File: src/hdl/sst_pkg.sv
// ----------------------------------------------------------------------------
// sst_pkg
// shared types and constants for the set span tracker
// ----------------------------------------------------------------------------
package sst_pkg;

  localparam int MAX_ENTRIES = 1024;
  localparam int ADDR_W      = $clog2(MAX_ENTRIES);
  localparam int DIST_W      = $clog2(MAX_ENTRIES + 1);
  localparam int CNT_W       = 11;
  localparam int VAL_W       = 32;

  localparam logic [CNT_W-1:0] CAP_RESET = CNT_W'(1024);
  localparam logic [CNT_W-1:0] CAP_LIMIT = CNT_W'(MAX_ENTRIES);

  typedef struct packed {
    logic signed [VAL_W-1:0] value;
    logic [CNT_W-1:0]        repeat_count;
  } in_t;

  typedef struct packed {
    logic             status;
    logic             pair_ready;
    logic [VAL_W-1:0] longest_span;
    logic [VAL_W-1:0] shortest_span;
    logic [CNT_W-1:0] stored_count;
  } out_t;

  typedef enum logic [1:0] {
    ST_IDLE,
    ST_SCAN,
    ST_COMMIT,
    ST_REPORT
  } state_t;

  typedef struct packed {
    logic load;
    logic scan_en;
    logic commit;
    logic report;
  } cmd_t;

  typedef struct packed {
    logic in_valid;
    logic skip;
    logic scan_done;
    logic out_free;
  } sts_t;

endpackage

File: src/hdl/sst_ctrl.sv
// ----------------------------------------------------------------------------
// sst_ctrl
// sequencer for accept, store scan, state update and result transfer
// ----------------------------------------------------------------------------
module sst_ctrl (
  input  logic          clk,
  input  logic          rst,
  input  sst_pkg::sts_t sts,
  output sst_pkg::cmd_t cmd,
  output logic          in_ready
);
  import sst_pkg::*;

  state_t state;
  state_t state_next;

  always_ff @(posedge clk) begin
    if (rst) begin
      state <= ST_IDLE;
    end else begin
      state <= state_next;
    end
  end

  always_comb begin
    state_next = state;
    case (state)
      ST_IDLE: begin
        if (sts.in_valid) begin
          state_next = sts.skip ? ST_REPORT : ST_SCAN;
        end
      end
      ST_SCAN: begin
        if (sts.scan_done) begin
          state_next = ST_COMMIT;
        end
      end
      ST_COMMIT: begin
        state_next = ST_REPORT;
      end
      ST_REPORT: begin
        if (sts.out_free) begin
          state_next = ST_IDLE;
        end
      end
      default: begin
        state_next = ST_IDLE;
      end
    endcase
  end

  always_comb begin
    cmd      = '0;
    in_ready = 1'b0;
    case (state)
      ST_IDLE: begin
        in_ready = !rst;
        cmd.load = sts.in_valid && !rst;
      end
      ST_SCAN: begin
        cmd.scan_en = 1'b1;
      end
      ST_COMMIT: begin
        cmd.commit = 1'b1;
      end
      ST_REPORT: begin
        cmd.report = sts.out_free;
      end
      default: begin
        cmd = '0;
      end
    endcase
  end

endmodule

File: config.mk
export PLATFORM = sky130hd
export DESIGN_NAME = sst_ctrl
export DESIGN_NICKNAME = d
export VERILOG_FILES = /design/src/hdl/sst_pkg.sv /design/src/hdl/sst_ctrl.sv
export SDC_FILE = /design/constraint.sdc
export NUM_CORES = 1
export LEC_CHECK = 0
export BUFFER_PORTS_ARGS = -buffer_cell sky130_fd_sc_hd__buf_2
export CORE_AREA = 2 2 39 41
export CTS_CLUSTER_DIAMETER = 150
export DETAILED_ROUTE_END_ITERATION = 16
export DIE_AREA = 0 0 41 43
export GPL_TIMING_DRIVEN = 0
export PLACE_DENSITY_LB_ADDON = 0.3
export SETUP_SLACK_MARGIN = 0.5
export SYNTH_ARGS = -nofsm -noshare
export SYNTH_HDL_FRONTEND = slang
export SYNTH_SLANG_ARGS = --single-unit
File: constraint.sdc
create_clock -name clk -period 2.9 [get_ports clk]
set_input_delay 0.435 -clock clk [delete_from_list [all_inputs] [get_ports clk]]
set_output_delay 0.435 -clock clk [all_outputs]
set_load 0.005 [all_outputs]
==> metrics.md, run 1 <==
| Metric | Value |
|---|---|
| Status | finished, final reports clean |
| Cts-stage hold buffer count | 0 |
| Layout area overhead | 43.8% |
| Crit path depth | 5 |
| H-Tree Depth | 1 |
| Fin. max-slew vios | 0 |
| Vias per cell | 3.81 |
| Period utilisation layout | 0.604 |
| Syn_area_per_cell | 9.19 µm² |
| Setup violators final | 0 |
| Tmin final | 1.75 ns |
| FF-to-FF path depth | 5 |
| Max Cap Viol | 0 |
| Hold Vio Cnt, Final | 0 |
| Slew HR | 0.888 |
| Drt pass-1 iters | 2 |
| Largest Register | state |
| Hold depth | 2 |
| CTS Buf Count | 3 |
| Row count | 14 |
| Fin nets | 49 |
| Max FO, Critical Path | 4 |
| Setup TNS Final | 0 ns |
| Power Density | 938 mW/mm² |
| Crit start category | register |
| Post-synth EDFFs | 0 |
| Sequential share of the synthesized area | 0.189 |
| Design Area, Final | 304 µm² |
| Tot Pwr | 0.285 mW |
| RSZ-0062 raised after global routing | false |
| Critical Path AT | 1.32 ns |
| Post-synth top area share | 0.296 |
| Setup ws final | 1.15 ns |
| PostCTS Resize Cnt | 0 |
| Vias in the first global route | 181 |
| Multi-input gate area | 164 µm² |
| I/O pin cnt | 11 |
| CP Buf/Inv Count | 2 |
| Top post-synthesis cells by area | ha_1 (30%), dfxtp_1 (19%), nor3_2 (9.5%), nand2b_1 (8.9%), and4_1 (8.3%) |
| Clk_skew | 0.00159 ns |
| Post-DP HPWL | 385 µm |
| Hold crit path type | in2reg |
| DRC | 0 |
| GRT Util Overall | 0.0611 |
| WL/cell | 8.19 µm |
| Slowest cell on crit path | dfxtp_1 |
| Async S/R FF share, synth | 0 |
| Layout cells sized above 1 | 0.417 |
| Final core occ | 0.220 |
| Max Buffers Root-to-Sink | 2 |
| FILL cells | 150 |
| Largest incremental delay on the critical path | 0.38 ns |
| Biggest regs | state x2 |
| Initial core utilization | 0.153 |
| Syn nets | 34 |
| Most frequent cell after synthesis | ha_1 |
| Antenna violations before repair | 0 |
| Worst-path clk slew | 0.03 ns |
| Post-synth cell types | 11 |
| Max FFs per register | 2 |
| Remaining global-route overflow | 0 |
| Detailed-route via count | 198 |
| Largest net degree at the start of global routing | 5 |
| Root Driver | clkbuf_4 |
| Post-Route WL | 426 µm |
| Final estimated routing congestion in global placement | 0.726 |
| Worst setup EP type | output port |
| Synth Register Bits | 2 |
| Register area | 40.0 µm² |
| Slew @ Worst Pin | 0.167 ns |
| # Post-CTS Setup Buffers | 0 |
| DP Area | 282 µm² |
| DIE WIDTH | 41 µm |
| Num Clock Sinks | 2 |
| CTS tree | built |
| Core Area | 0.00138 mm² |
| Fmax | 571 MHz |
| Synthesized instance count | 23 |
| CP cell instances | inv_1, ha_1, nor2b_1, and2_1, buf_2 |
| Die area | 0.00176 mm² |
| Area leader, netlist | ha_1 |
| Clk_lat worst skew | 0.22 ns |
| CP required | 2.47 ns |
| Die Y | 43 µm |
| Post-DRT Antenna Nets | 0 |
| First-pass GRT wire length | 669 µm |
| Commonest cells in the netlist | ha_1 (5), nand2b_1 (3) |
| CP top delay family | flip-flops |
| Top FF cell, synth | dfxtp_1 |
| Diodes inserted | 0 |
| Synthesized area | 211 µm² |
| Worst IR drop on VDD | 0.217 mV |
| Leak | 0.154 nW |
| Drt first-iter violations | 1 |
| Port bufs | 10 |
| Syn. warnings | 0 |
| Setup Crit Path Kind | reg2out |
| DP Worst Slack | 1.37 ns |
## where the power goes
part	internal [mW]	switching [mW]	leakage, nW
Combinational	0.0835	0.0816	0.124
Sequential	0.0424	0.0179	0.0167
Clock	0.0455	0.0142	0.0138
## worst reg2reg max path: stages (launching register included)
cell and delay, ns:
dfxtp_1 0.38, inv_1 0.10, ha_1 0.29, mux2i_1 0.12, and4_1 0.22, nor3_2 0.04
## per-stage QoR
stage                     hold WS (ns)  instances
after global placement           0.607         49
after global routing             0.429         52
final                            0.424         52
after detailed placement         0.620         49
after floorplan                  0.505         23
after CTS                        0.416         52
## logic make-up (layout without fill, tap and decap cells)
logic type,after synthesis,in the layout,synth area share
AOI/OAI and AO/OA,2,2,0.0592
and+or+nand+nor,11,11,0.373
adders and majority gates,5,5,0.296
muxes,1,1,0.0473
buffers and inverters,2,15,0.0355
DFF,2,2,0.189
## placed cells by master, fill, tap and decap left out
cell and count:
buf_2 10, ha_1 5, nand2b_1 3, clkbuf_4 3
inv_1 2, and2_1 2, a31oi_1 2, and4_1 2
nor3_2 2, dfxtp_1 2, nor2b_1 1, nor2_1 1
mux2i_1 1
## cell type report
type                            count  area share
Clock buffer                        3      0.0741
Sequential cell                     2       0.132
Timing Repair Buffer               10       0.165
Inverter                            2      0.0247
Multi-Input combinational cell     19       0.539
Tap cell                           16      0.0658
## path summary, 6_finish.rpt
kind / startpoint / end / slack [ns]
setup / recovery: state[0]$_SDFFE_PP0P_ / cmd[3] / 1.15
hold / removal: rst / state[1]$_SDFFE_PP0P_ / 0.42
setup reg to reg: state[0]$_SDFFE_PP0P_ / state[1]$_SDFFE_PP0P_ / 1.63
hold reg to reg: state[0]$_SDFFE_PP0P_ / state[0]$_SDFFE_PP0P_ / 0.62
## routing by layer
metal  vias to the layer above  share of wire  track usage
met5                         -              0            0
met4                         0              0       0.0600
met3                         0           0.10       0.0157
met2                        10           0.41       0.0813
met1                        83           0.49       0.0732
li1                        105              -            -
Power figures use the tool's default switching activity.
==> inputs of run 2 (changes only) <==
- ABC_AREA: not set -> 1
- clock period: 2.9 -> 1.7 ns (I/O delays scaled with it)
==> metrics.md, run 2 <==
| Metric | Value |
|---|---|
| Area leader, netlist | ha_1 |
| Largest Register | state |
| Detailed-route via count | 263 |
| Vias per cell | 3.76 |
| CTS tree | built |
| DP Worst Slack | 0.461 ns |
| Worst reg2reg endpoint | state[1]$_SDFFE_PP0P_ |
| Layout area overhead | 97.3% |
| Post-synth cell types | 10 |
| FILL cells | 157 |
| Reg2reg start | state[1]$_SDFFE_PP0P_ |
| Power Density | 1800 mW/mm² |
| Timing endpoint of the critical path | cmd[3] |
| Hold Vio Cnt, Final | 0 |
| Fmax | 769 MHz |
| Max Buffers Root-to-Sink | 2 |
| Initial core utilization | 0.166 |
| Syn_area_per_cell | 6.77 µm² |
| Commonest cells in the netlist | inv_1 (9), nand2_1 (6), ha_1 (5), nor2_1 (5), nand2_2 (3) |
| Most frequent cell after synthesis | inv_1 |
| Antenna violations before repair | 0 |
| FF-to-FF path depth | 9 |
| Setup TNS Final | 0 ns |
| Synth Register Bits | 2 |
| Setup Crit Path Kind | reg2out |
| Row count | 14 |
| Tmin final | 1.30 ns |
| Vias in the first global route | 265 |
| Final estimated routing congestion in global placement | 0.732 |
| Largest net degree at the start of global routing | 5 |
| H-Tree Depth | 1 |
| Most common cell after layout, fill and taps aside | buf_2 |
| DIE WIDTH | 41 µm |
| Worst-path clk slew | 0.03 ns |
| Final core occ | 0.328 |
| Die Y | 43 µm |
| Top FF cell, synth | dfxtp_1 |
| Drt pass-1 iters | 2 |
| Leak | 0.250 nW |
| Async S/R FF share, synth | 0 |
| Period utilisation layout | 0.765 |
| Syn. warnings | 0 |
| Hold crit path type | in2reg |
| Final Hold Slack | 0.324 ns |
| CTS Buf Count | 3 |
| Core Area | 0.00138 mm² |
| Commonest cells after routing, fill and taps aside | buf_2 (8), inv_1 (6), nand2_1 (5), nor2_1 (5), buf_6 (5) |
| Worst IR drop on VDD | 0.548 mV |
| WL/cell | 8.41 µm |
| Critical path launch point | state[1]$_SDFFE_PP0P_ |
| Layout cells sized above 1 | 0.648 |
| Port bufs | 10 |
| Max Cap Viol | 0 |
| Top post-synthesis cells by area | ha_1 (27%), dfxtp_1 (17%), inv_1 (15%), nand2_1 (9.8%), nand2_2 (8.2%) |
| Setup violators final | 0 |
| Gate power share | 0.745 |
| Drt first-iter violations | 1 |
| Sequential share of the synthesized area | 0.174 |
| Critical Path AT | 1.05 ns |
| Setup ws final | 0.399 ns |
| Synthesized instance count | 34 |
| Clk_skew | 0.00188 ns |
| Syn nets | 45 |
| Worst setup EP type | output port |
| Clock network power share | 0.135 |
| Die area | 0.00176 mm² |
| Synthesized area | 230 µm² |
| Fin. max-slew vios | 0 |
| DRC | 0 |
| Post-synth top area share | 0.272 |
| P_int | 0.493 mW |
| Remaining global-route overflow | 0 |
| Multi-input gate area | 209 µm² |
| Post-synth EDFFs | 0 |
| Crit start category | register |
| Status | finished, final reports clean |
| R2R Setup Slk | 0.52 ns |
| Share of power burned in registers | 0.121 |
| Num Clock Sinks | 2 |
| Switching share of power | 0.397 |
| Clk_lat worst skew | 0.23 ns |
| Slew HR | 0.895 |
| Biggest regs | state x2 |
| Diodes inserted | 0 |
| Register area | 42.5 µm² |
| Max FO, Critical Path | 3 |
| Cts-stage hold buffer count | 0 |
| Fin nets | 67 |
| First-pass GRT wire length | 993 µm |
| Max FFs per register | 2 |
| Switching Power | 0.324 mW |
| Post-DRT Antenna Nets | 0 |
| RSZ-0062 raised after global routing | true |
| Post-DP HPWL | 354 µm |
| I/O pin cnt | 11 |
| CP required | 1.44 ns |
| Slew @ Worst Pin | 0.155 ns |
| GRT Util Overall | 0.0921 |
| Root Driver | clkbuf_4 |
| Post-Route WL | 589 µm |
==> run 2: cell count changes in the layout (fill, tap and decap cells not counted), moves of 3 or more <==
cell      before  now
inv_2          0    3
inv_1          2    6
buf_4          0    4
nand2b_1       3    0
nand2_2        0    3
nor2_1         1    5
nand2_1        0    5
ha_1           5    1
ha_4           0    3
buf_6          0    5
==> run 2: what timing repair did <==
action	CTS	global route
setup endpoints to repair	5	7
pin swaps	5	5
resized for setup	16	4
buffers inserted	6	1
==> run 2: cell type report <==
class	instances	share of cell area
multi-input cells	23	0.460
repair buffers	17	0.278
flip-flops and latches	2	0.0937
inverters	9	0.0744
clock buffers	3	0.0496
well taps	16	0.0441
==> run 2: stage by stage <==
| step | cell area [µm²] | power, mW | instances |
|---|---|---|---|
| 2_1_floorplan | 230 | 0.323 | 34 |
| 3_3_place_gp | 300 | 0.404 | 60 |
| 3_5_place_dp | 300 | 0.404 | 60 |
| 4_1_cts | 433 | 0.764 | 69 |
| 5_1_grt | 454 | 0.903 | 70 |
| 6_report | 454 | 0.817 | 70 |
==> run 2: metal layers <==
layer,global-route usage,share of wire,vias up
li1,-,-,137
met1,0.0764,0.33,113
met2,0.138,0.56,8
met3,0.0471,0.063,5
met4,0.100,0.049,0
met5,0,0,-
==> run 2: worst max-delay path: stages (launching register included) <==
cell	delay (ns)
dfxtp_2	0.32
inv_2	0.09
ha_4	0.14
inv_2	0.04
nor3_2	0.10
buf_2	0.13
==> run 2: cells by family (layout without fill, tap and decap cells) <==
group,Yosys count,after routing,share of synthesized area
AOI/OAI and AO/OA,1,1,0.0217
and+or+nand+nor,17,17,0.386
adders and majority gates,5,5,0.272
DFF,2,2,0.174
buffers and inverters,9,29,0.147
==> run 2: worst min-delay path by stage <==
stage	from	endpoint	slack, ns	cells after the start
after floorplan	rst	state[0]$_SDFFE_PP0P_	0.41	3
after global placement	rst	state[0]$_SDFFE_PP0P_	0.56	4
after detailed placement	rst	state[0]$_SDFFE_PP0P_	0.56	4
after CTS	rst	state[0]$_SDFFE_PP0P_	0.32	4
after global routing	rst	state[0]$_SDFFE_PP0P_	0.33	4
final	rst	state[0]$_SDFFE_PP0P_	0.32	4
==> run 2: power groups by stage <==
stage               clock, mW  sequential (mW)  combinational (mW)
global placement            0           0.0921               0.312
floorplan                   0           0.0878               0.235
detailed placement          0           0.0910               0.313
finish                  0.110           0.0987               0.609
global route            0.122            0.105               0.677
CTS                     0.113           0.0980               0.553
==> inputs of run 3 (changes only) <==
- clock period: 1.7 -> 1.3 ns (I/O delays scaled with it)
==> metrics.md, run 3 (synthesis gave the netlist of run 2 again) <==
| Metric | Value |
|---|---|
| Status | finished, final reports clean |
| Initial core utilization | 0.166 |
| Die Y | 43 µm |
| Drt first-iter violations | 10 |
| Commonest cells after routing, fill and taps aside | buf_2 (9), nand2_1 (6), inv_1 (6), buf_4 (6), nor2_1 (5) |
| Most common cell after layout, fill and taps aside | buf_2 |
| P_int | 0.602 mW |
| Switching share of power | 0.412 |
| Biggest regs | state x2 |
| Largest incremental delay on the critical path | 0.36 ns |
| Remaining global-route overflow | 0 |
| Final Hold Slack | 0.246 ns |
| Worst IR drop on VDD | 0.580 mV |
| Clk_lat worst skew | 0.24 ns |
| First-pass GRT wire length | 848 µm |
| Switching Power | 0.422 mW |
| Slew @ Worst Pin | 0.129 ns |
| Hold Vio Cnt, Final | 0 |
| Design Area, Final | 440 µm² |
| Power Density | 2330 mW/mm² |
| CP cell instances | inv_4, buf_4, ha_2, buf_2 |
| Worst-path clk slew | 0.03 ns |
| Fin nets | 67 |
| H-Tree Depth | 1 |
| Largest net degree at the start of global routing | 5 |
| Gate power share | 0.721 |
| Vias in the first global route | 230 |
| DIE WIDTH | 41 µm |
| Row count | 14 |
| Core Area | 0.00138 mm² |
| I/O pin cnt | 11 |
| Critical Path AT | 1.06 ns |
| Drt pass-1 iters | 2 |
| Share of power burned in registers | 0.134 |
| Fmax | 797 MHz |
| Worst setup EP type | output port |
| Die area | 0.00176 mm² |
| Root Driver | clkbuf_4 |
| Tot Pwr | 1.02 mW |
| Largest Register | state |
| Max FFs per register | 2 |
| Crit start category | register |
| Setup violators final | 0 |
| Setup Crit Path Kind | reg2out |
| WL/cell | 8.06 µm |
| Clock network power share | 0.145 |
| Post-Route WL | 564 µm |
| Fin. max-slew vios | 0 |
| Slowest cell on crit path | dfxtp_2 |
| Layout cells sized above 1 | 0.630 |
| Max Buffers Root-to-Sink | 2 |
| CTS tree | built |
| FILL cells | 158 |
| DRC | 0 |
| Final estimated routing congestion in global placement | 0.698 |
| Slew HR | 0.914 |
| RSZ-0062 raised after global routing | true |
| Period utilisation layout | 0.965 |
| Leak | 0.244 nW |
| Clk_skew | 0.00694 ns |
| Post-DRT Antenna Nets | 0 |
| Antenna violations before repair | 0 |
| Detailed-route via count | 258 |
| Num Clock Sinks | 2 |
| Port bufs | 10 |
| Cts-stage hold buffer count | 0 |
| CP required | 1.11 ns |
| R2R Setup Slk | 0.11 ns |
| Tmin final | 1.25 ns |
| Vias per cell | 3.69 |
| Hold crit path type | in2reg |
| Diodes inserted | 0 |
| Max FO, Critical Path | 3 |
| Max Cap Viol | 0 |
| Post-DP HPWL | 324 µm |
| DP Area | 315 µm² |
| Layout area overhead | 91.3% |
| CTS Buf Count | 3 |
| GRT Util Overall | 0.0822 |
[run 3: cell counts in the layout (fill, tap and decap cells not counted)]
No cell type changed its count.
[run 3: path summary, 6_finish.rpt]
| check | from | endpoint | cells after the start |
|---|---|---|---|
| worst max-delay path | state[1]$_SDFFE_PP0P_ | cmd[2] | 4 |
| worst min register to register | state[1]$_SDFFE_PP0P_ | state[1]$_SDFFE_PP0P_ | 5 |
| worst max register to register | state[1]$_SDFFE_PP0P_ | state[0]$_SDFFE_PP0P_ | 6 |
| worst min-delay path | rst | state[1]$_SDFFE_PP0P_ | 4 |
[run 3: power by group through the flow]
stage	Sequential, mW	Combinational (mW)	Clock, mW
finish	0.138	0.738	0.148
floorplan	0.128	0.323	0
global route	0.141	0.827	0.164
CTS	0.135	0.713	0.147
global placement	0.135	0.425	0
detailed placement	0.135	0.418	0
[run 3: metrics by stage]
step / utilization / instances / setup slack (ns) / TNS [ns]
CTS: 0.313 / 69 / 0.0544 / 0
finish: 0.318 / 70 / 0.0457 / 0
global route: 0.318 / 70 / -0.00420 / -0.00420
global placement: 0.228 / 60 / 0.190 / 0
floorplan: - / 34 / 0.308 / 0
detailed placement: 0.228 / 60 / 0.195 / 0
[run 3: area by class of cell]
type	count	area (µm²)	share of cell area
well taps	16	20.0	0.0455
flip-flops and latches	2	42.5	0.0966
inverters	9	36.3	0.0824
repair buffers	17	113	0.256
multi-input cells	23	206	0.469
clock buffers	3	22.5	0.0511
[run 3: worst max-delay path, delay by kind of cell (launching register included)]
family,cells,cell delay [ns]
fa+ha+maj,1,0.17
buf+inv,3,0.29
flops,1,0.36
[run 3: metal layers]
layer	track usage	vias up	part of all wire
li1	-	138	-
met2	0.131	6	0.60
met4	0.0800	0	0.023
met1	0.0607	112	0.34
met5	0	-	0
met3	0.0471	2	0.030
[run 3: timing repair]
| item | in CTS | in global routing |
|---|---|---|
| gates resized for setup | 10 | 0 |
| endpoints found under the hold margin | 0 | 0 |
| pin swaps | 7 | 0 |
| setup endpoints to repair | 7 | 7 |
| buffers inserted | 6 | 1 |
